<file path="config.mk">
export PLATFORM = sky130hd
export DESIGN_NAME = distributed_mutex_node_flat
export DESIGN_NICKNAME = d
export VERILOG_FILES = /design/src/hw/rtl/dmn_pkg.sv /design/src/hw/rtl/dmn_ifs.sv /design/src/hw/rtl/distributed_mutex_node.sv /design/src/flat_wrapper.sv
export SDC_FILE = /design/constraint.sdc
export NUM_CORES = 1
export LEC_CHECK = 0
export ABC_AREA = 1
export BUFFER_PORTS_ARGS = -buffer_cell sky130_fd_sc_hd__buf_4
export CAP_MARGIN = 20
export CELL_PAD_IN_SITES_DETAIL_PLACEMENT = 0
export CELL_PAD_IN_SITES_GLOBAL_PLACEMENT = 1
export CORE_ASPECT_RATIO = 1.1
export CORE_UTILIZATION = 46
export CTS_BUF_LIST = sky130_fd_sc_hd__clkbuf_8
export DETAILED_ROUTE_END_ITERATION = 7
export PLACE_DENSITY = 0.81
export REMOVE_ABC_BUFFERS = 1
export SETUP_SLACK_MARGIN = 0.02
export SLEW_MARGIN = 20
export SYNTH_ARGS = -nofsm -noshare
export SYNTH_HDL_FRONTEND = slang
export SYNTH_SLANG_ARGS = --single-unit
</file>
<file path="constraint.sdc">
create_clock -name clk -period 3.4 [get_ports clk]
set_input_delay 0.51 -clock clk [delete_from_list [all_inputs] [get_ports clk]]
set_output_delay 0.51 -clock clk [all_outputs]
set_load 0.1 [all_outputs]
</file>
<file path="src/hw/rtl/dmn_pkg.sv">
package dmn_pkg;

	// Fixed field widths of the channels
	localparam int CMD_W      = 2;
	localparam int NODE_W     = 3;
	localparam int STAMP_W    = 16;
	localparam int KIND_W     = 2;
	localparam int CNT_W      = 4;
	localparam int CFG_ADDR_W = 1;
	localparam int CFG_DATA_W = 4;

	// Default parameter values
	localparam int MAX_NODES_DEF  = 8;
	localparam int CLOCK_BITS_DEF = 16;

	// Largest participant count the node bitmaps can hold
	localparam int NODE_SLOTS_CAP = 8;

	typedef enum logic [CMD_W-1:0] {
		CMD_WANT    = 2'd0,
		CMD_REQUEST = 2'd1,
		CMD_REPLY   = 2'd2,
		CMD_LEAVE   = 2'd3
	} cmd_t;

	typedef enum logic [KIND_W-1:0] {
		KIND_REQUEST = 2'd0,
		KIND_REPLY   = 2'd1,
		KIND_ENTERED = 2'd2,
		KIND_NONE    = 2'd3
	} kind_t;

	typedef enum logic [1:0] {
		MODE_RELEASED = 2'd0,
		MODE_WAITING  = 2'd1,
		MODE_INSIDE   = 2'd2
	} mode_t;

	typedef enum logic [CFG_ADDR_W-1:0] {
		REG_OWN_NODE   = 1'd0,
		REG_NODE_COUNT = 1'd1
	} reg_addr_t;

	typedef enum logic [1:0] {
		SEQ_IDLE = 2'b01,
		SEQ_SCAN = 2'b10
	} seq_t;

endpackage

</file>
<file path="src/hw/rtl/dmn_ifs.sv">
interface dmn_in_if import dmn_pkg::*; ();
	logic                valid;
	logic                ready;
	logic [CMD_W-1:0]    command;
	logic [NODE_W-1:0]   peer_node;
	logic [STAMP_W-1:0]  peer_time;

	modport source (output valid, command, peer_node, peer_time, input ready);
	modport sink   (input valid, command, peer_node, peer_time, output ready);
endinterface

interface dmn_out_if import dmn_pkg::*; ();
	logic                valid;
	logic                ready;
	logic [KIND_W-1:0]   message_kind;
	logic [NODE_W-1:0]   dest_node;
	logic [STAMP_W-1:0]  message_time;
	logic                last_of_run;

	modport source (output valid, message_kind, dest_node, message_time, last_of_run,
		input ready);
	modport sink   (input valid, message_kind, dest_node, message_time, last_of_run,
		output ready);
endinterface

interface dmn_cfg_if import dmn_pkg::*; ();
	logic                   valid;
	logic                   ready;
	logic [CFG_ADDR_W-1:0]  addr;
	logic [CFG_DATA_W-1:0]  data;

	modport source (output valid, addr, data, input ready);
	modport sink   (input valid, addr, data, output ready);
endinterface

</file>
<file path="src/hw/rtl/distributed_mutex_node.sv">
// Channel | Dir | Beat contents
// --------+-----+---------------------------------------------------------
// cmd     | in  | command, peer_node, peer_time
// res     | out | message_kind, dest_node, message_time, last_of_run
// cfg     | in  | addr (0 own_node, 1 node_count), data
//
// A peer request, a peer reply, or any command that does nothing yields one
// beat. Want entry, and leave with deferred peers pending, run the node scan:
// it steps through the node slots in order up to the highest node that gets
// a message, with one beat per node messaged. cmd is taken only with the
// sequencer idle and the result register free or draining; a stalled res
// holds the scan.
// arst_n clears the protocol state to released, clock one, bitmaps empty.
module distributed_mutex_node import dmn_pkg::*; #(
	parameter int MAX_NODES  = MAX_NODES_DEF,
	parameter int CLOCK_BITS = CLOCK_BITS_DEF
) (
	input  logic       clk,
	input  logic       arst_n,
	dmn_in_if.sink     cmd,
	dmn_out_if.source  res,
	dmn_cfg_if.sink    cfg
);

	localparam int NODE_SLOTS = (MAX_NODES < NODE_SLOTS_CAP) ? MAX_NODES : NODE_SLOTS_CAP;
	localparam int IDX_W      = $clog2(NODE_SLOTS);
	localparam int EXT_W      = ((CLOCK_BITS > STAMP_W) ? CLOCK_BITS : STAMP_W) + 1;
	localparam logic [CLOCK_BITS-1:0] CLK_MAX   = '1;
	localparam logic [CNT_W-1:0]      CNT_CAP   = CNT_W'(NODE_SLOTS);
	localparam logic [CNT_W-1:0]      CNT_FLOOR = CNT_W'(2);

	// Configuration
	logic [NODE_W-1:0]      own_q;
	logic [CNT_W-1:0]       count_q;

	// Protocol state
	mode_t                  mode_q;
	logic [CLOCK_BITS-1:0]  clock_q;
	logic [STAMP_W-1:0]     own_req_q;
	logic [NODE_SLOTS-1:0]  deferred_q;
	logic [NODE_SLOTS-1:0]  replies_q;

	// Sequencer
	seq_t                   seq_q;
	logic [NODE_SLOTS-1:0]  pend_q;
	logic [IDX_W-1:0]       scan_q;
	kind_t                  scan_kind_q;
	logic [STAMP_W-1:0]     stamp_q;

	// Result register
	logic                   res_valid_q;
	kind_t                  res_kind_q;
	logic [NODE_W-1:0]      res_dest_q;
	logic [STAMP_W-1:0]     res_time_q;
	logic                   res_last_q;

	logic                   slot_free;
	logic                   cmd_fire;
	logic [CNT_W-1:0]       used;
	logic [NODE_SLOTS-1:0]  peers;
	logic [NODE_SLOTS-1:0]  peer_hot;
	logic [NODE_SLOTS-1:0]  scan_hot;
	logic                   peer_ok;
	logic [EXT_W-1:0]       clock_x;
	logic [EXT_W-1:0]       ptime_x;
	logic [EXT_W-1:0]       inc_op;
	logic [EXT_W-1:0]       inc_sum;
	logic [CLOCK_BITS-1:0]  inc_res;
	logic [CLOCK_BITS-1:0]  new_clock;
	logic [EXT_W-1:0]       new_clock_x;
	logic                   defer;
	logic [NODE_SLOTS-1:0]  replies_next;
	logic [NODE_SLOTS-1:0]  leave_pend;
	logic [NODE_SLOTS-1:0]  pend_left;
	logic                   scan_hit;

	assign slot_free = !res_valid_q || res.ready;
	assign cmd.ready = (seq_q == SEQ_IDLE) && slot_free;
	assign cmd_fire  = cmd.valid && cmd.ready;
	assign cfg.ready = 1'b1;

	assign res.valid        = res_valid_q;
	assign res.message_kind = res_kind_q;
	assign res.dest_node    = res_dest_q;
	assign res.message_time = res_time_q;
	assign res.last_of_run  = res_last_q;

	// Clamp the participant count to between two and what the bitmaps hold
	always_comb begin
		used = count_q;
		if (used > CNT_CAP) used = CNT_CAP;
		if (used < CNT_FLOOR) used = CNT_FLOOR;
	end

	always_comb begin
		peer_ok = 1'b0;
		for (int j = 0; j < NODE_SLOTS; j++) begin
			peers[j]    = (CNT_W'(j) < used) && (NODE_W'(j) != own_q);
			peer_hot[j] = (cmd.peer_node == NODE_W'(j));
			scan_hot[j] = (scan_q == IDX_W'(j));
			peer_ok     = peer_ok | (peer_hot[j] & peers[j]);
		end
	end

	// Shared saturating incrementer: the peer stamp on a request, the clock
	// during a leave scan
	assign clock_x = EXT_W'(clock_q);
	assign ptime_x = EXT_W'(cmd.peer_time);
	assign inc_op  = (seq_q == SEQ_SCAN) ? clock_x : ptime_x;
	assign inc_sum = inc_op + EXT_W'(1);
	assign inc_res = (inc_sum > EXT_W'(CLK_MAX)) ? CLK_MAX : CLOCK_BITS'(inc_sum);

	// Raise the clock past the peer stamp
	assign new_clock   = (clock_x <= ptime_x) ? inc_res : clock_q;
	assign new_clock_x = EXT_W'(new_clock);

	// Defer when inside, or when waiting with the lower (time, node) pair
	assign defer = (mode_q == MODE_INSIDE) ||
		((mode_q == MODE_WAITING) &&
		 ((own_req_q < cmd.peer_time) ||
		  ((own_req_q == cmd.peer_time) && (own_q < cmd.peer_node))));

	assign replies_next = replies_q | peer_hot;
	assign leave_pend   = deferred_q & peers;
	assign pend_left    = pend_q & ~scan_hot;
	assign scan_hit     = |(pend_q & scan_hot);

	always_ff @(posedge clk or negedge arst_n) begin
		if (!arst_n) begin
			own_q       <= '0;
			count_q     <= CNT_W'(2);
			mode_q      <= MODE_RELEASED;
			clock_q     <= CLOCK_BITS'(1);
			own_req_q   <= '0;
			deferred_q  <= '0;
			replies_q   <= '0;
			seq_q       <= SEQ_IDLE;
			pend_q      <= '0;
			scan_q      <= '0;
			scan_kind_q <= KIND_NONE;
			stamp_q     <= '0;
			res_valid_q <= 1'b0;
			res_kind_q  <= KIND_NONE;
			res_dest_q  <= '0;
			res_time_q  <= '0;
			res_last_q  <= 1'b0;
		end else begin
			// Register writes
			if (cfg.valid) begin
				case (reg_addr_t'(cfg.addr))
					REG_OWN_NODE:   own_q   <= cfg.data[NODE_W-1:0];
					REG_NODE_COUNT: count_q <= cfg.data[CNT_W-1:0];
					default: ;
				endcase
			end

			// Drop the result once taken; a new beat below overrides
			if (res.ready) res_valid_q <= 1'b0;

			case (seq_q)
				SEQ_IDLE: begin
					if (cmd_fire) begin
						// Default single beat: no action
						res_valid_q <= 1'b1;
						res_kind_q  <= KIND_NONE;
						res_dest_q  <= '0;
						res_time_q  <= '0;
						res_last_q  <= 1'b1;
						scan_q      <= '0;
						case (cmd_t'(cmd.command))
							CMD_WANT: begin
								if (mode_q == MODE_RELEASED) begin
									// Stamp the request, then scan the peers
									mode_q      <= MODE_WAITING;
									own_req_q   <= clock_x[STAMP_W-1:0];
									stamp_q     <= clock_x[STAMP_W-1:0];
									replies_q   <= '0;
									pend_q      <= peers;
									scan_kind_q <= KIND_REQUEST;
									seq_q       <= SEQ_SCAN;
									res_valid_q <= 1'b0;
								end
							end
							CMD_REQUEST: begin
								if (peer_ok) begin
									clock_q <= new_clock;
									if (defer) begin
										deferred_q <= deferred_q | peer_hot;
									end else begin
										res_kind_q <= KIND_REPLY;
										res_dest_q <= cmd.peer_node;
										res_time_q <= new_clock_x[STAMP_W-1:0];
									end
								end
							end
							CMD_REPLY: begin
								if (peer_ok && (mode_q == MODE_WAITING)) begin
									replies_q <= replies_next;
									if ((replies_next & peers) == peers) begin
										mode_q     <= MODE_INSIDE;
										res_kind_q <= KIND_ENTERED;
										res_dest_q <= own_q;
										res_time_q <= own_req_q;
									end
								end
							end
							CMD_LEAVE: begin
								if (mode_q == MODE_INSIDE) begin
									mode_q     <= MODE_RELEASED;
									deferred_q <= '0;
									// Reply to the deferred peers in node order
									if (|leave_pend) begin
										pend_q      <= leave_pend;
										scan_kind_q <= KIND_REPLY;
										seq_q       <= SEQ_SCAN;
										res_valid_q <= 1'b0;
									end
								end
							end
							default: ;
						endcase
					end
				end
				SEQ_SCAN: begin
					// Skip empty slots; hold on a hit until the result register frees
					if (!scan_hit || slot_free) begin
						scan_q <= scan_q + IDX_W'(1);
						if (scan_hit) begin
							res_valid_q <= 1'b1;
							res_kind_q  <= scan_kind_q;
							res_dest_q  <= NODE_W'(scan_q);
							res_last_q  <= ~|pend_left;
							pend_q      <= pend_left;
							if (scan_kind_q == KIND_REPLY) begin
								res_time_q <= clock_x[STAMP_W-1:0];
								clock_q    <= inc_res;
							end else begin
								res_time_q <= stamp_q;
							end
							if (~|pend_left) seq_q <= SEQ_IDLE;
						end
					end
				end
				default: seq_q <= SEQ_IDLE;
			endcase
		end
	end

endmodule
</file>
<file path="src/flat_wrapper.sv">
// flat-port wrapper written by rule: the top's interface ports become plain ports
module distributed_mutex_node_flat import dmn_pkg::*;
#(
	parameter int MAX_NODES  = MAX_NODES_DEF,
	parameter int CLOCK_BITS = CLOCK_BITS_DEF
)
  (clk, arst_n, cmd_valid, cmd_command, cmd_peer_node, cmd_peer_time, cmd_ready, res_valid, res_message_kind, res_dest_node, res_message_time, res_last_of_run, res_ready, cfg_valid, cfg_addr, cfg_data, cfg_ready);
  dmn_in_if cmd_i ();
  dmn_out_if res_i ();
  dmn_cfg_if cfg_i ();
  input  logic clk;
  input  logic arst_n;
  input wire logic [$bits(cmd_i.valid)-1:0] cmd_valid;
  input wire logic [$bits(cmd_i.command)-1:0] cmd_command;
  input wire logic [$bits(cmd_i.peer_node)-1:0] cmd_peer_node;
  input wire logic [$bits(cmd_i.peer_time)-1:0] cmd_peer_time;
  output wire logic [$bits(cmd_i.ready)-1:0] cmd_ready;
  output wire logic [$bits(res_i.valid)-1:0] res_valid;
  output wire logic [$bits(res_i.message_kind)-1:0] res_message_kind;
  output wire logic [$bits(res_i.dest_node)-1:0] res_dest_node;
  output wire logic [$bits(res_i.message_time)-1:0] res_message_time;
  output wire logic [$bits(res_i.last_of_run)-1:0] res_last_of_run;
  input wire logic [$bits(res_i.ready)-1:0] res_ready;
  input wire logic [$bits(cfg_i.valid)-1:0] cfg_valid;
  input wire logic [$bits(cfg_i.addr)-1:0] cfg_addr;
  input wire logic [$bits(cfg_i.data)-1:0] cfg_data;
  output wire logic [$bits(cfg_i.ready)-1:0] cfg_ready;
  assign cmd_i.valid = cmd_valid;
  assign cmd_i.command = cmd_command;
  assign cmd_i.peer_node = cmd_peer_node;
  assign cmd_i.peer_time = cmd_peer_time;
  assign cmd_ready = cmd_i.ready;
  assign res_valid = res_i.valid;
  assign res_message_kind = res_i.message_kind;
  assign res_dest_node = res_i.dest_node;
  assign res_message_time = res_i.message_time;
  assign res_last_of_run = res_i.last_of_run;
  assign res_i.ready = res_ready;
  assign cfg_i.valid = cfg_valid;
  assign cfg_i.addr = cfg_addr;
  assign cfg_i.data = cfg_data;
  assign cfg_ready = cfg_i.ready;
  distributed_mutex_node #(.MAX_NODES(MAX_NODES), .CLOCK_BITS(CLOCK_BITS)) u_core (.clk(clk), .arst_n(arst_n), .cmd(cmd_i), .res(res_i), .cfg(cfg_i));
endmodule
</file>
## Word level (Yosys, flattened, before mapping)

Cells that the tools add are included.
W data, S select, Z words.

| word-level totals | value |
|---|---|
| flip-flop bits (word level) | 95 |
| input port bits | 31 |
| word-level logic and storage cells | 238 |
| output and inout port bits | 25 |

| operators by class | value |
|---|---|
| eq/ne operators | 49 |
| bitwise gates (word level) | 23 |
| $add $sub $neg | 2 |
| magnitude comparators | 14 |
| reductions and logical operators | 45 |
| multiplexer cells | 89 |

Operators with widths:

| cell | number |
|---|---|
| $mux W16 | 17 |
| $pmux W16 S2 | 3 |
| $mux W8 | 11 |
| $pmux W8 S2 | 4 |
| $mux W2 | 20 |
| $and A8 B8 Y8 | 4 |
| $mux W3 | 9 |
| $eq A3 B3 Y1 const B | 8 |
| $reduce_or A8 Y1 | 3 |
| $ne A2 B1 Y1 const B | 10 |
| $pmux W2 S2 | 5 |
| $pmux W3 S2 | 3 |
| $add A17 B1 Y17 const B | 1 |
| $gt A17 B16 Y1 const B | 1 |
| $eq A16 B16 Y1 | 1 |
| $le A16 B16 Y1 | 1 |
| $lt A16 B16 Y1 | 1 |
| $lt A3 B4 Y1 const A | 4 |
| $or A8 B8 Y8 | 2 |
| $reduce_and A8 Y1 | 2 |
| $reduce_and A7 Y1 | 2 |
| $logic_and A1 B1 Y1 | 13 |
| $eq A3 B2 Y1 const B | 4 |
| $ne A3 B3 Y1 const A | 4 |
| other kinds (33) | 89 |

## Depth between registers and ports, before layout

Gate-level depths: netlist of the first run.

| logic depth | value |
|---|---|
| word-level depth | 19 |
| depth in mapped cells | 24 |

## Worst setup path before layout of the first run

OpenSTA, ideal clock, no wires.

| timing path | value |
|---|---|
| kind | reg2reg |
| start | reg u_core.res_valid_q (netlist: u_core.res.valid) |
| end | reg u_core.deferred_q[4] |
| path slack | -0.320 ns |
| setup time | 0.119 ns |
| cell stages (with the launch flop) | 11 |
| period minus slack after synthesis | 3.720 ns |
| required time | 3.281 ns |
| arrival | 3.601 ns |
| cells stage by stage | dfrtp_1 inv_1 nor2_1 nor2_1 nand2_1 inv_1 nand2_1 a21oi_1 nand2_1 nor2_1 o21ba_2 |

| on the way | value |
|---|---|
| word-level cells in the longest chain between the ends | 5 |

Ends and longest elaborated chain:

| item | RTL line | RTL |
|---|---|---|
| start: declaration | distributed_mutex_node.sv:51 | `logic res_valid_q;` |
| start signal: assignment | distributed_mutex_node.sv:142 | `res_valid_q <= 1'b0;` |
| start signal: assignment | distributed_mutex_node.sv:158 | `if (res.ready) res_valid_q <= 1'b0;` |
| start signal: assignment | distributed_mutex_node.sv:164 | `res_valid_q <= 1'b1;` |
| $logic_not A1 Y1 | distributed_mutex_node.sv:77 | `assign slot_free = !res_valid_q \|\| res.ready;` |
| $logic_or A1 B1 Y1 | distributed_mutex_node.sv:77 |  |
| $logic_and A1 B1 Y1 | distributed_mutex_node.sv:78 | `assign cmd.ready = (seq_q == SEQ_IDLE) && slot_free;` |
| named net cmd_ready | flat_wrapper.sv:17 | `output wire logic [$bits(cmd_i.ready)-1:0] cmd_ready;` |
| $logic_and A1 B1 Y1 | distributed_mutex_node.sv:79 | `assign cmd_fire = cmd.valid && cmd.ready;` |
| $reduce_and A6 Y1 (no source line) | n/a |  |
| end signal: assignment | distributed_mutex_node.sv:188 | `deferred_q <= deferred_q \| peer_hot;` |
| end: declaration | distributed_mutex_node.sv:40 | `logic [NODE_SLOTS-1:0] deferred_q;` |

The timed path passes the listed nets, and every way through them passes these cells.
A chain may end at the register's enable or synchronous reset.

## Final worst setup path of the first run

| timing path | value |
|---|---|
| start | reg u_core.seq_q[0] |
| end | reg u_core.res_time_q[14] (netlist: u_core.res.message_time[14]) |

| on the way | value |
|---|---|
| word-level cells in the longest chain between the ends | 11 |
| elaborated cells on any way between the ends | 19 |
| classes of those cells | add/sub (1); order compare (1); eq/ne (5); mux (8); reduce/logical (4) |

Ends and longest elaborated chain:

| item | RTL line | RTL |
|---|---|---|
| start: declaration | distributed_mutex_node.sv:44 | `seq_t seq_q;` |
| start signal: assignment | distributed_mutex_node.sv:137 | `seq_q <= SEQ_IDLE;` |
| start signal: assignment | distributed_mutex_node.sv:180 | `seq_q <= SEQ_SCAN;` |
| start signal: assignment | distributed_mutex_node.sv:215 | `seq_q <= SEQ_SCAN;` |
| $eq A2 B2 Y1 | distributed_mutex_node.sv:109, distributed_mutex_node.sv:160 |  |
| $mux W16 | distributed_mutex_node.sv:109 | `assign inc_op = (seq_q == SEQ_SCAN) ? clock_x : ptime_x;` |
| $add A17 B1 Y17 | distributed_mutex_node.sv:110 | `assign inc_sum = inc_op + EXT_W'(1);` |
| $gt A17 B16 Y1 | distributed_mutex_node.sv:111 | `assign inc_res = (inc_sum > EXT_W'(CLK_MAX)) ? CLK_MAX : CLOCK_BITS'(inc_sum);` |
| $mux W16 | distributed_mutex_node.sv:111 |  |
| $mux W16 | distributed_mutex_node.sv:114 | `assign new_clock = (clock_x <= ptime_x) ? inc_res : clock_q;` |
| $mux W16 | distributed_mutex_node.sv:187 | `if (defer) begin` |
| $mux W16 | distributed_mutex_node.sv:185 | `if (peer_ok) begin` |
| $pmux W16 S2 | distributed_mutex_node.sv:170 | `case (cmd_t'(cmd.command))` |
| $mux W16 | distributed_mutex_node.sv:162 | `if (cmd_fire) begin` |
| $pmux W16 S2 | distributed_mutex_node.sv:160 | `case (seq_q)` |
| end signal: assignment | distributed_mutex_node.sv:192 | `res_time_q <= new_clock_x[STAMP_W-1:0];` |
| end signal: assignment | distributed_mutex_node.sv:203 | `res_time_q <= own_req_q;` |
| end signal: assignment | distributed_mutex_node.sv:235 | `res_time_q <= clock_x[STAMP_W-1:0];` |
| end: declaration | distributed_mutex_node.sv:54 | `logic [STAMP_W-1:0] res_time_q;` |

Parallel ways exist; a longest one is shown, timed or not. The select of a mux whose other input is x is not followed.

==> run summary, run 1 <==
Via density = 5.50
share of the synthesized area in the top cell type = 29.3%
Mapped Avg Cell Area = 6.84 um^2
Setup crit start kind = flip-flop
Synth warnings = 0
H-tree level count = 3
Final nets = 1233
PD cells = 986 mW/mm^2
finished layout cell area = 0.00846 mm^2
unrepaired setup endpoints after global routing = no
Final HPWL DP = 17400 um
WP buf/inv = 3
CP Class = reg -> reg
fillcell total = 1629
Required @ worst endpoint = 3.73 ns
GRT Util Overall = 29.0%
Initial Utilization = 47.4%
slowest stage cell, crit path = dfstp_2
Seq pwr share = 25.3%
mapped cell area = 0.00752 mm^2
maximum clock frequency = 320 MHz
Pint = 3680 uW
CP Capture Type = flip-flop
die height = 136 um
Arr. time, crit path = 3.46 ns
hold crit path type = in -> async
cell row count = 48
CTS buffer count = 9
Starting DRT DRC Count = 637
delay-heaviest family, CP = simple AND/OR/NAND/NOR gates
I/O pin count = 56
DRC viols = 0
clk_lat worst skew = 0.40 ns
CTS tree = done
Slew @ Worst Pin = 0.871 ns
r2r setup slk = 0.27 ns
fin crit period = 3.13 ns
CP most frequent cell = nand2_1
clk slew on worst S/H paths = 0.11 ns
CP cell instances = inv_1 -> ha_4 -> buf_12 -> nand2_1 -> nand2_2 -> ha_1 -> nand3_1 -> nor2_2 -> nand2_1 -> nand2_1 -> nor2_1 -> nand2_1 -> nor2_2 -> nand3_4 -> buf_4 -> nand4_2 -> nand3_1 -> nand2_1 -> nand2_1 -> a21oi_1
fraction of the cycle the final worst path needs = 92.0%
Area contributors post-synth = dfrtp_1, nand2_1, ha_1
Pleak = 0.00430 uW
first-pass GRT wire length = 36900 um
Slew Limit Fails = 0
Clock power frac = 9.8%
leading area contributor after synthesis = dfrtp_1
number of synthesized flops with an enable pin = 0
Async SR Flop Fraction = 100%
Final ANT Viol Nets = 0
combinational share of power = 65.0%
Final Hold Viols = 0
main flop type after synthesis = dfrtp_1
VDD IR max = 0.538 mV
Area Growth Syn to Fin = 12.5%
Synth cell types = 45
CTS Buffer Depth = 2
CP peak stage delay = 0.56 ns
flip-flop and latch count after synthesis = 95
cell with the most instances after synthesis = nand2_1
core area = 0.0159 mm^2
Max Cap Viol = 0
die area = 0.0169 mm^2
initial antenna violation count = 0
WHS = 0.165 ns
routed wire length = 23600 um
via count = 7476
GP Congestion = 0.915
status = finished clean
Post-DP Area = 0.00820 mm^2
CP max FO = 46
Die W = 124 um
Switching Fraction = 55.9%
number of global-route vias before repair = 7110
worst rel slew slack = 41.8%
Clock Tree Root = clkbuf_8
Finish-stage setup viols = 0
sequential fraction of the synthesis area = 31.7%
IO buf count = 54
clock sinks = 95
drt pass-1 iters = 5
Post-Synthesis Cells = 1099
Worst Skew = 0.0142 ns
wire length per cell = 17.4 um
final global-route overflow total = 0
NetSw = 4670 uW
synth cell count leaders = nand2_1, inv_1, nand3_1
pin count of the biggest net entering global routing = 57
share of cells above drive strength 1 = 16.1%
Antenna Cells = 0
## cell usage in the layout, fill, tap and decap left out, types with 24 or more instances in the layout
master / instances
o21ai_0: 75
nand2_1: 297
dfrtp_1: 88
inv_1: 138
buf_4: 84
a21oi_1: 62
nor2_1: 66
nand3_1: 100
o22ai_1: 24
ha_1: 47
## worst reg2reg max path, stage by stage (launching register included)
cell,delay (ns)
dfstp_2,0.56
inv_1,0.07
ha_4,0.18
buf_12,0.19
nand2_1,0.11
nand2_2,0.10
ha_1,0.23
nand3_1,0.18
nor2_2,0.08
nand2_1,0.06
nand2_1,0.10
nor2_1,0.13
nand2_1,0.08
nor2_2,0.15
nand3_4,0.22
buf_4,0.22
nand4_2,0.07
nand3_1,0.09
nand2_1,0.06
nand2_1,0.04
a21oi_1,0.15
## power groups by stage
| stage | Combinational [uW] | Sequential [uW] | Clock [uW] |
|---|---|---|---|
| after floorplan | 2900 | 3010 | 0 |
| after global placement | 5340 | 2110 | 0 |
| after detailed placement | 5370 | 2120 | 0 |
| after CTS | 5390 | 2100 | 828 |
| after global routing | 5940 | 2170 | 862 |
| final | 5420 | 2110 | 816 |
## registers in the layout, indices dropped and copies added, names as in the netlist, 3 cells and up
signal,count
u_core.clock_q,16
u_core.own_req_q,16
u_core.res.message_time,16
u_core.deferred_q,8
u_core.pend_q,8
u_core.replies_q,8
u_core.count_q,4
u_core.own_q,3
u_core.res.dest_node,3
u_core.scan_q,3
## routing by layer
| metal | track usage, % | part of all wire, % | vias to the layer above |
|---|---|---|---|
| li1 | - | - | 3735 |
| met1 | 36.6 | 43 | 3470 |
| met2 | 50.3 | 49 | 224 |
| met3 | 2.47 | 4.2 | 47 |
| met4 | 12.4 | 3.1 | 0 |
| met5 | 0 | 0 | - |
## through the flow
step	TNS (ns)	power, uW	worst slack, ns	cells	utilization, %
floorplan	-55.22	5910	-1.57	1055	-
global placement	0	7460	0.257	1337	51.7
detailed placement	0	7490	0.184	1337	51.7
CTS	0	8320	0.139	1353	53.0
global route	0	8970	0.0314	1359	53.4
finish	0	8350	0.271	1359	53.4
## worst paths after layout
check / startpoint / endpoint / cells after the start
hold / removal: arst_n / u_core.res.message_time[4]$_DFFE_PN0P_ / 1
min in group clk: cfg_data[3] / u_core.count_q[3]$_DFFE_PN0P_ / 3
setup reg to reg: u_core.seq_q[0]$_DFFE_PN1P_ / u_core.res.message_time[14]$_DFFE_PN0P_ / 20
setup / recovery: u_core.seq_q[0]$_DFFE_PN1P_ / u_core.res.message_time[14]$_DFFE_PN0P_ / 20
max in group asynchronous: arst_n / u_core.res.message_kind[1]$_DFFE_PN1P_ / 2
hold reg to reg: u_core.scan_kind_q[1]$_DFFE_PN1P_ / u_core.scan_kind_q[1]$_DFFE_PN1P_ / 2
## cells by family (layout without fill, tap and decap cells)
family                   after synthesis  in the layout  synth area share, %
AO/OA/AOI/OAI                        208            208                 15.8
adder cells (fa/ha/maj)               48             48                 7.99
buffers and inverters                189            249                 10.6
flip-flops                            95             95                 31.7
multiplexers                           1              1                0.150
other                                  1              1               0.0499
AND/OR/NAND/NOR                      557            557                 33.7
## area by class of cell
cell class / instances / area (um^2) / share of cell area, %
Multi-Input combinational cell: 815 / 4370 / 51.6
Clock inverter: 6 / 61.3 / 0.724
Sequential cell: 95 / 2390 / 28.2
Clock buffer: 10 / 138 / 1.63
Tap cell: 200 / 250 / 2.96
Timing Repair Buffer: 88 / 711 / 8.40
Inverter: 145 / 547 / 6.46
## repair_timing
item / in CTS / in global routing
hold endpoints to repair: 0 / 0
resized for setup: 0 / 5
hold buffers: 0 / 0
setup buffers: 0 / 6
endpoints found under the setup margin: 0 / 30
No activity file was read; power rests on OpenSTA's default activity.
==> inputs of run 2 (changes only) <==
--- a/config.mk
+++ b/config.mk
@@ -11,10 +11,10 @@
 export CELL_PAD_IN_SITES_DETAIL_PLACEMENT = 0
 export CELL_PAD_IN_SITES_GLOBAL_PLACEMENT = 1
 export CORE_ASPECT_RATIO = 1.1
-export CORE_UTILIZATION = 46
-export CTS_BUF_LIST = sky130_fd_sc_hd__clkbuf_8
+export CORE_UTILIZATION = 45
+export CTS_BUF_LIST = sky130_fd_sc_hd__clkbuf_16
 export DETAILED_ROUTE_END_ITERATION = 7
-export PLACE_DENSITY = 0.81
+export PLACE_DENSITY = 0.79
 export REMOVE_ABC_BUFFERS = 1
 export SETUP_SLACK_MARGIN = 0.02
 export SLEW_MARGIN = 20
==> run 2 against run 1 <==
  * Largest power group unchanged
  * The flow now finishes with violations (DRC)
  * Non-clock buffer count fell by 4
  * First-iteration DRC count fell by 26%
  * Register-to-register slack improved by 0.05 ns
  * Critical path depth rose by 1
  * Sequential power barely moved
  * Die area rose by 2.2%
==> run summary, run 2 (same netlist as run 1, synthesis figures left out) <==
status = complete, but fails checks
failing checks = DRC
die height = 138 um
pre-CTS setup slack = 0.177 ns
unrepaired setup endpoints after global routing = no
Final HPWL DP = 17100 um
Slew Limit Fails = 0
CP peak stage delay = 0.54 ns
Arr. time, crit path = 3.37 ns
pin count of the biggest net entering global routing = 55
Initial Utilization = 45.9%
Antenna Cells = 0
Setup crit start kind = flip-flop
initial antenna violation count = 0
WHS = 0.145 ns
CP cell instances = inv_1 -> ha_2 -> inv_4 -> buf_12 -> nand2_1 -> nand2_1 -> nand2_1 -> nor2_2 -> nand2_1 -> nand2_1 -> nand2_1 -> nor2_1 -> nand2_1 -> nor2_2 -> nand3_4 -> buf_4 -> nand4_1 -> nand3_1 -> nand2_1 -> nand2_1 -> a21oi_1
Worst Skew = 0.00741 ns
GP Congestion = 0.906
Post-DP Area = 0.00818 mm^2
slowest stage cell, crit path = dfstp_2
hold crit path type = in -> async
worst reg2reg path depth = 21
r2r setup slk = 0.32 ns
Via density = 5.49
Pleak = 0.00432 uW
cell row count = 49
IO buf count = 54
clock sinks = 95
routed wire length = 23100 um
RR Startpoint = u_core.seq_q[0]$_DFFE_PN1P_
fraction of the cycle the final worst path needs = 90.6%
CTS Buffer Depth = 2
commonest cells after routing, fill and taps aside = nand2_1, inv_1, nand3_1, dfrtp_1, buf_4
Placed Cells = 1339
CP max FO = 19
worst rel slew slack = 42.5%
Layout Cells excl Fill = 1359
fin crit period = 3.08 ns
clk slew on worst S/H paths = 0.07 ns
Slew @ Worst Pin = 0.861 ns
CP Class = reg -> reg
via count = 7463
final core utilization = 51.9%
most common cell after layout, fill and taps aside = nand2_1
CP Capture Type = flip-flop
wire length per cell = 17.0 um
drt pass-1 iters = 7
Finish-stage setup viols = 0
maximum clock frequency = 325 MHz
CTS buffer count = 9
first-pass GRT wire length = 36600 um
number of global-route vias before repair = 6962
Final Hold Viols = 0
I/O pin count = 56
CP most frequent cell = nand2_1
CTS tree = done
clk_lat worst skew = 0.36 ns
Final ANT Viol Nets = 0
core area = 0.0164 mm^2
VDD IR max = 0.446 mV
DRC viols = 6
final global-route overflow total = 0
PD cells = 998 mW/mm^2
Required @ worst endpoint = 3.69 ns
Max Cap Viol = 0
Starting DRT DRC Count = 470
Clock Tree Root = clkbuf_16
Final nets = 1229
GRT Util Overall = 27.7%
Setup WS post-layout = 0.319 ns
Die W = 125 um
H-tree level count = 3
finished layout cell area = 0.00850 mm^2
reg2reg end = u_core.res.message_time[9]$_DFFE_PN0P_
die area = 0.0172 mm^2
Area Growth Syn to Fin = 13.0%
share of cells above drive strength 1 = 15.8%
-- run 2: worst max-delay path: cells and delay by family (launching register included) --
kind	cells	cell delay, ns
flops	1	0.54
fa+ha+maj	1	0.21
simple gates	15	1.56
buf+inv	4	0.56
compound gates	1	0.14
-- run 2: metrics by stage --
stage	power, uW	setup TNS [ns]
3_5_place_dp	7430	0
5_1_grt	9170	0
4_1_cts	8510	0
6_report	8480	0
3_3_place_gp	7410	0
2_1_floorplan	5910	-55.22
-- run 2: timing repair --
item,CTS,global route
resized for setup,0,1
hold endpoints to repair,0,0
hold buffers,0,0
buffers inserted,0,4
setup endpoints to repair,0,29
-- run 2: worst max path at each step --
stage / from / end / cells after the start
finish: u_core.seq_q[0]$_DFFE_PN1P_ / u_core.res.message_time[9]$_DFFE_PN0P_ / 21
global route: u_core.seq_q[0]$_DFFE_PN1P_ / u_core.res.message_time[5]$_DFFE_PN0P_ / 19
CTS: u_core.seq_q[0]$_DFFE_PN1P_ / u_core.clock_q[4]$_DFFE_PN0P_ / 20
detailed placement: u_core.seq_q[0]$_DFFE_PN1P_ / u_core.clock_q[4]$_DFFE_PN0P_ / 20
global placement: u_core.seq_q[0]$_DFFE_PN1P_ / u_core.clock_q[12]$_DFFE_PN0P_ / 20
floorplan: u_core.res.valid$_DFF_PN0_ / u_core.own_req_q[0]$_DFFE_PN0P_ / 6
-- run 2: where the power goes --
group          leakage (uW)  switching, uW  internal [uW]
logic               0.00304           3740           1600
registers           0.00113            405           1690
clock network      0.000148            481            568
total               0.00432           4620           3860
-- run 2: final cells by class --
cell class              instances  area (um^2)
clock buffers                   9          225
clock inverters                 7         65.1
fillers                      1668         7870
inverters                     145          547
multi-input cells             815         4350
flip-flops and latches         95         2390
well taps                     204          255
repair buffers                 84          668
-- run 2: metal layers --
metal / vias up / wire length [um] / GRT usage [%]
met5: - / 0 / 0
met4: 0 / 509 / 9.76
met3: 31 / 903 / 3.15
met2: 173 / 11400 / 49.4
li1: 3741 / - / -
met1: 3518 / 10300 / 34.9
==> inputs of run 3 (changes only) <==
--- a/config.mk
+++ b/config.mk
@@ -14,7 +14,7 @@
 export CORE_UTILIZATION = 45
 export CTS_BUF_LIST = sky130_fd_sc_hd__clkbuf_16
 export DETAILED_ROUTE_END_ITERATION = 7
-export PLACE_DENSITY = 0.79
+export PLACE_DENSITY_LB_ADDON = 0.2
 export REMOVE_ABC_BUFFERS = 1
 export SETUP_SLACK_MARGIN = 0.02
 export SLEW_MARGIN = 20
==> run 3 against run 2 <==
  * The run now ends clean
  * Via count rose by 1.2%
  * Global-route usage rose by 0.44 points
  * Clock power rose by 5%
  * Utilization rose by 0.28 points
  * First-iteration DRC count fell by 7.4%
  * Final cell count rose by 0.15%
  * Worst hold slack improved by 0.069 ns
  * Clock-buffer cell count did not move
==> run summary, run 3 (same netlist as run 1, synthesis figures left out) <==
status = finished clean
Max Cap Viol = 0
maximum clock frequency = 321 MHz
fraction of the cycle the final worst path needs = 91.7%
clk_lat worst skew = 0.36 ns
die area = 0.0172 mm^2
Final ANT Viol Nets = 0
Layout Cells excl Fill = 1361
wire length per cell = 17.1 um
initial antenna violation count = 0
Pleak = 0.00434 uW
Final nets = 1231
Final Hold Viols = 0
IO buf count = 54
met2 usage = 49.5%
clock sinks = 95
hold crit path type = in -> async
routed wire length = 23200 um
PD cells = 1000 mW/mm^2
Starting DRT DRC Count = 435
Area Growth Syn to Fin = 13.6%
GP Congestion = 0.915
Setup crit start kind = flip-flop
fin crit period = 3.12 ns
Clock Tree Root = clkbuf_16
worst rel slew slack = 34.6%
GRT Util Overall = 28.2%
finished layout cell area = 0.00854 mm^2
Finish-stage setup viols = 0
DRC viols = 0
final global-route overflow total = 0
first-pass GRT wire length = 37500 um
Worst Skew = 0.0111 ns
share of cells above drive strength 1 = 15.7%
die height = 138 um
CP Class = reg -> reg
core area = 0.0164 mm^2
most common cell after layout, fill and taps aside = nand2_1
pre-CTS setup slack = 0.125 ns
Placed Cells = 1340
I/O pin count = 56
Slew Limit Fails = 0
GR Layer Usage met1 = 34.8%
cell row count = 49
Die W = 125 um
VDD IR max = 0.398 mV
global routing's busiest layer = met2
commonest cells after routing, fill and taps aside = nand2_1, inv_1, nand3_1, dfrtp_1, buf_4
H-tree level count = 3
via count = 7556
CP Capture Type = flip-flop
drt pass-1 iters = 5
Post-DP Area = 0.00818 mm^2
number of global-route vias before repair = 7300
CTS buffer count = 9
pin count of the biggest net entering global routing = 54
CP max FO = 43
Slew @ Worst Pin = 0.976 ns
Arr. time, crit path = 3.40 ns
Antenna Cells = 0
Via density = 5.55
CTS tree = done
clk slew on worst S/H paths = 0.07 ns
Final HPWL DP = 17200 um
CTS Hold Bufs = 0
Initial Utilization = 45.9%
met3 usage = 3.57%
Required @ worst endpoint = 3.68 ns
CTS Buffer Depth = 2
Setup WS post-layout = 0.281 ns
unrepaired setup endpoints after global routing = no
run 3: cell types whose count changed in the layout (fill, tap and decap cells not counted), sizes merged:
cell	delta
buf	+2
bufinv	+1
clkinv	-2
inv	+1
run 3: final cells by class:
cell class	instances	area (um^2)
Clock buffer	9	225
Inverter	145	547
Sequential cell	95	2390
Multi-Input combinational cell	815	4350
Clock inverter	7	83.8
Tap cell	204	255
Fill cell	1691	7830
Timing Repair Buffer	86	696
run 3: per-stage QoR:
step,utilization (%),setup TNS [ns],hold slack [ns],power [uW]
global route,52.2,0,0.270,9250
detailed placement,50.0,0,0.463,7430
floorplan,-,-55.22,0.214,5910
global placement,50.0,0,0.446,7400
finish,52.2,0,0.214,8560
CTS,51.9,0,0.246,8570
run 3: layer usage:
metal | up-vias | routed length [um]
met2 | 201 | 11300
met5 | - | 0
li1 | 3734 | -
met3 | 61 | 951
met4 | 0 | 771
met1 | 3560 | 10100
run 3: worst paths after layout:
kind / from / end / slack (ns) / depth (start not counted)
max: u_core.seq_q[0]$_DFFE_PN1P_ / u_core.res.message_time[2]$_DFFE_PN0P_ / 0.28 / 21
min: arst_n / u_core.own_req_q[2]$_DFFE_PN0P_ / 0.21 / 1
max reg2reg: u_core.seq_q[0]$_DFFE_PN1P_ / u_core.res.message_time[2]$_DFFE_PN0P_ / 0.28 / 21
min reg2reg: u_core.scan_kind_q[1]$_DFFE_PN1P_ / u_core.scan_kind_q[1]$_DFFE_PN1P_ / 0.47 / 2
max in group asynchronous: arst_n / u_core.res.message_kind[1]$_DFFE_PN1P_ / 2.35 / 2
min in group clk: cfg_data[3] / u_core.count_q[3]$_DFFE_PN0P_ / 0.40 / 3
run 3: worst max-delay path, stage by stage, from the launching register on:
cell	delay, ns
dfstp_2	0.38
inv_1	0.05
ha_2	0.23
buf_12	0.23
nand2_1	0.11
nand2_2	0.14
ha_1	0.19
nand2_1	0.10
nor2_2	0.23
nand2_1	0.08
nand2_1	0.07
nand2_1	0.08
nor2_1	0.10
nand2_1	0.06
nor2_2	0.15
nand3_4	0.19
buf_4	0.21
nand4_2	0.07
nand3_1	0.10
nand2_1	0.07
nand2_1	0.05
a21oi_1	0.12
run 3: repair_timing:
action / CTS / global route
buffers inserted: 0 / 5
resized for setup: 0 / 1
setup endpoints to repair: 0 / 28
run 3: where the power goes:
group	leakage, uW	total [uW]	internal [uW]	switching [uW]
sequential	0.00113	2110	1690	417
combinational	0.00305	5350	1620	3730
clock	0.000161	1100	637	466
